<file path="src/rtl/core/sliding_window_max_spread_unit_assert.svh">
// ----------------------------------------------------------------------------
// Assertion macros for the sliding window max spread unit
// Clocked checks on clk, disabled while rst_n is low; empty in synthesis.
// ----------------------------------------------------------------------------
`ifndef SLIDING_WINDOW_MAX_SPREAD_UNIT_ASSERT_SVH
`define SLIDING_WINDOW_MAX_SPREAD_UNIT_ASSERT_SVH

`ifndef SYNTHESIS
// antecedent implies consequent in the same cycle
`define SWMS_ASSERT_IMPL(lbl, ante, cons) \
    lbl: assert property (@(posedge clk) disable iff (!rst_n) (ante) |-> (cons)) \
        else $error("swms assertion failed");
// antecedent implies consequent in the next cycle
`define SWMS_ASSERT_NEXT(lbl, ante, cons) \
    lbl: assert property (@(posedge clk) disable iff (!rst_n) (ante) |=> (cons)) \
        else $error("swms assertion failed");
`else
`define SWMS_ASSERT_IMPL(lbl, ante, cons)
`define SWMS_ASSERT_NEXT(lbl, ante, cons)
`endif

`endif

</file>
<file path="src/rtl/core/swms_pkg.sv">
// ----------------------------------------------------------------------------
// swms_pkg
// Shared types and constants of the sliding window max spread unit.
// ----------------------------------------------------------------------------
package swms_pkg;

    localparam int SAMPLE_W       = 32;
    localparam int LEN_W          = 9;
    localparam int WINDOW_MAX_DEF = 256;
    // cells reduced per first-level group of the tap tree
    localparam int GROUP_SIZE     = 16;

    localparam logic [LEN_W-1:0] LEN_RESET = 9'd1;

    // input item
    typedef struct packed {
        logic signed [SAMPLE_W-1:0] sample;
        logic                       last;
    } swms_item_t;

    // result item
    typedef struct packed {
        logic [SAMPLE_W-1:0] best_spread;
        logic                window_seen;
    } swms_result_t;

    // per-item control carried down the tap pipeline
    typedef struct packed {
        logic valid;
        logic hit;
        logic last;
    } swms_tag_t;

endpackage

</file>
<file path="src/rtl/core/swms_cell.sv">
// ----------------------------------------------------------------------------
// swms_cell
// One suffix cell: running max and min of the last k+1 samples, built from
// the neighbor cell's values and the incoming sample.
// ----------------------------------------------------------------------------
module swms_cell (
    input  logic                                 clk,
    input  logic                                 en,
    input  logic signed [swms_pkg::SAMPLE_W-1:0] sample,
    input  logic signed [swms_pkg::SAMPLE_W-1:0] prev_max,
    input  logic signed [swms_pkg::SAMPLE_W-1:0] prev_min,
    output logic signed [swms_pkg::SAMPLE_W-1:0] cell_max,
    output logic signed [swms_pkg::SAMPLE_W-1:0] cell_min
);
    import swms_pkg::*;

    logic signed [SAMPLE_W-1:0] max_reg;
    logic signed [SAMPLE_W-1:0] max_next;
    logic signed [SAMPLE_W-1:0] min_reg;
    logic signed [SAMPLE_W-1:0] min_next;

    // fold the new sample into the neighbor's suffix
    always_comb
    begin
        max_next = (prev_max < sample) ? sample : prev_max;
        min_next = (sample < prev_min) ? sample : prev_min;
    end

    // contents matter only once enough samples have passed, so no reset
    always_ff @(posedge clk)
    begin
        if (en)
        begin
            max_reg <= max_next;
            min_reg <= min_next;
        end
    end

    assign cell_max = max_reg;
    assign cell_min = min_reg;

endmodule

</file>
<file path="config.mk">
export PLATFORM = sky130hd
export DESIGN_NAME = swms_cell
export DESIGN_NICKNAME = d
export VERILOG_FILES = /design/src/rtl/core/sliding_window_max_spread_unit_assert.svh /design/src/rtl/core/swms_pkg.sv /design/src/rtl/core/swms_cell.sv
export SDC_FILE = /design/constraint.sdc
export NUM_CORES = 1
export LEC_CHECK = 0
export ABC_AREA = 1
export BUFFER_PORTS_ARGS = -buffer_cell sky130_fd_sc_hd__buf_2
export CORE_MARGIN = 5
export CORE_UTILIZATION = 37
export DETAILED_ROUTE_END_ITERATION = 7
export SETUP_SLACK_MARGIN = 0.5
export SYNTH_ARGS = -nofsm -noshare
export SYNTH_HDL_FRONTEND = slang
export SYNTH_SLANG_ARGS = --single-unit
</file>
<file path="constraint.sdc">
create_clock -name clk -period 1.8 [get_ports clk]
set_clock_uncertainty 0.15 [all_clocks]
set_input_delay 0.09 -clock clk [delete_from_list [all_inputs] [get_ports clk]]
set_output_delay 0.09 -clock clk [all_outputs]
set_load 0.02 [all_outputs]
</file>
==> results_dict.tcl <==
set metrics [dict create \
    outcome "finished with violations" \
    violations "hold timing, setup timing" \
    rsz0062_at_grt "true" \
    synth.distinct_cells 16 \
    ant_nets 0 \
    cts.clk_slew.worst_paths_ns 0.06 \
    final_nets 1032 \
    final_hold_viol_count 1 \
    grt_usage 0.2366 \
    syn_avg_cell_area_um2 8.339 \
    grt_max_degree 35 \
    dp.cells 943 \
    antenna_found_initial 1 \
    place_area_mm2 0.006746 \
    cts.path.max_buffers 2 \
    final_area_mm2 0.009159 \
    relSlewSlack 0.6966 \
    cts-htree-levels 3 \
    p_comb_frac 0.436 \
    fin_crit_sh 1.038 \
    grt_pass1_wl_um 27290 \
    setup_tns_ns -0.9069 \
    fill_cells 796 \
    crit_path_start_kind "input port" \
    via_count 5464 \
    drt_wl_total_um 19890 \
    fmax_ghz 0.5354 \
    synth_nets 715 \
    port-buffer-count 161 \
    p_sw_frac 0.3450 \
    path_class "input port to flop" \
    routabilityCongestion 0.8856 \
    grt-ovfl-total 0 \
    avgRoutedWirePerCell_um 19.03 \
    p_seq_frac 0.303 \
    ys_top_cells_by_area "edfxtp_1 (42%), ha_1 (17%), nand3_1 (14%)" \
    hp-class "input port to flop" \
    cts_tree "done" \
    final_common_cell "buf_2" \
    ir_worst_vdd_v 0.0005223 \
    maxCapViolCount 0 \
    synthCells 555 \
    setup_viol 29 \
    die_y_um 121.8 \
    grt_pass1_vias 5456 \
    num_antenna_cells 0 \
    p_sw_mw 2.247 \
    synth_seq_area_share 0.4152 \
    yosys_warnings 0 \
    required_ns 1.74 \
    ys_seq_elements 64 \
    drive_above_1_share 0.5918 \
    synth_area_leader_cell "edfxtp_1" \
    whs_ns -0.001685 \
    endpoint_kind "flop" \
    setup_slack_ns -0.06766 \
    initial_core_util 0.3806 \
    worstPathMaxFanout 5 \
    p_leak_nw 4.473 \
    placementRows 40 \
    cp.arrival_ns 1.81 \
    clkPwrFrac 0.261 \
    cts_made_buffers 9 \
    synth_top_area_frac 0.4152 \
    hpwl_um 11830 \
    fp.coreArea_mm2 0.01216 \
    area_delta_synth_final_pct 97.89 \
    initialDrtViolationCount 407 \
    instances_no_fill 1045 \
    ios 162 \
    drc 0 \
    die-area_mm2 0.01485 \
    power.density_mw_per_mm2 711.3 \
    clockRootBuffer "clkbuf_16" \
    fin_crit_ns 1.868 \
    clock_sinks 64 \
    via_per_inst 5.229 \
    first_pass_iters 5 \
    layout_common_cells "buf_2 (135), nand3_2 (112), nand2_1 (100)" \
    syn_area_mm2 0.004628 \
    die_w_um 121.8 \
    worst_slew_pin_slew_ns 0.4551 \
    p_int_mw 4.267 \
    slew_viol_final 0 \
]
-- power by group through the flow --
stage	Combinational (mW)	Clock, mW	Sequential (mW)
floorplan	0.896	0	2.27
global placement	1.93	0	2.00
detailed placement	1.98	0	2.00
CTS	2.35	1.72	1.97
global route	3.02	1.77	1.99
finish	2.84	1.70	1.97
-- flip-flops by register name (all words and copies together), names as in the netlist --
name and flops:
cell_max 32, cell_min 32
-- what timing repair did --
| item | 4_1_cts | 5_1_grt |
|---|---|---|
| hold buffers | 54 | 1 |
| hold endpoints to repair | 44 | 1 |
| pin swaps | 53 | 136 |
| cloned | 5 | 10 |
| gates resized for setup | 74 | 164 |
| setup buffers | 12 | 4 |
| setup endpoints to repair | 64 | 64 |
-- worst max-delay path: stages --
cell and delay [ns]:
buf_2 0.12, ha_1 0.33, a21oi_2 0.19, o21ai_2 0.08
a21oi_2 0.17, nand2_2 0.10, nand2_4 0.10, buf_6 0.10
nand3_4 0.16, buf_4 0.21, nand3_1 0.08, nand2_1 0.07
-- cell families (layout without fill, tap and decap cells) --
group	after synthesis	count (layout)	synth area share
and+or+nand+nor	285	285	0.2720
buffers and inverters	104	426	0.1006
DFF	64	64	0.4152
adders and majority gates	62	62	0.1676
AOI/OAI and AO/OA	40	40	0.04461
-- per-stage QoR --
step	total power [mW]	utilization	hold slack, ns	setup WS [ns]
2_1_floorplan	3.161	-	0.05250	0.07033
3_3_place_gp	3.931	0.5547	0.2566	-0.3261
3_5_place_dp	3.975	0.5547	0.2603	-0.3805
4_1_cts	6.038	0.6664	0.001790	0.02175
5_1_grt	6.782	0.7531	0.004828	-0.1314
6_report	6.514	0.7531	-0.001685	-0.06766
-- final cells by class --
| cell class | count | area [um^2] | share of cell area |
|---|---|---|---|
| clock buffers | 10 | 229.0 | 0.02500 |
| clock inverters | 6 | 50.05 | 0.005464 |
| inverters | 80 | 310.3 | 0.03388 |
| multi-input cells | 387 | 3546 | 0.3872 |
| flip-flops and latches | 64 | 1922 | 0.2098 |
| well taps | 168 | 210.2 | 0.02295 |
| repair buffers | 330 | 2892 | 0.3157 |
-- routing by layer --
metal | vias up | share of wire | track usage
li1 | 2529 | - | -
met1 | 2634 | 0.38 | 0.2826
met2 | 243 | 0.51 | 0.4199
met3 | 56 | 0.077 | 0.04735
met4 | 2 | 0.033 | 0.08683
met5 | - | 0.00065 | 0
-- worst paths after layout --
path	slack, ns	end	depth (start not counted)	start
setup / recovery	-0.07	cell_min[20]$_DFFE_PP_	12	sample[9]
hold / removal	-0.002	cell_min[5]$_DFFE_PP_	4	prev_min[5]
-- synthesized netlist by cell type --
library cell,n
o21a_1,1
ha_1,62
a21oi_1,29
nand2_2,5
nand3_1,133
buf_4,3
nand4_1,2
nand2_1,122
buf_6,6
nor2_1,19
a21oi_2,1
buf_2,15
o21ai_0,9
edfxtp_1,64
nor3_1,4
inv_1,80
Note: power is estimated with default switching activity, not from simulation.
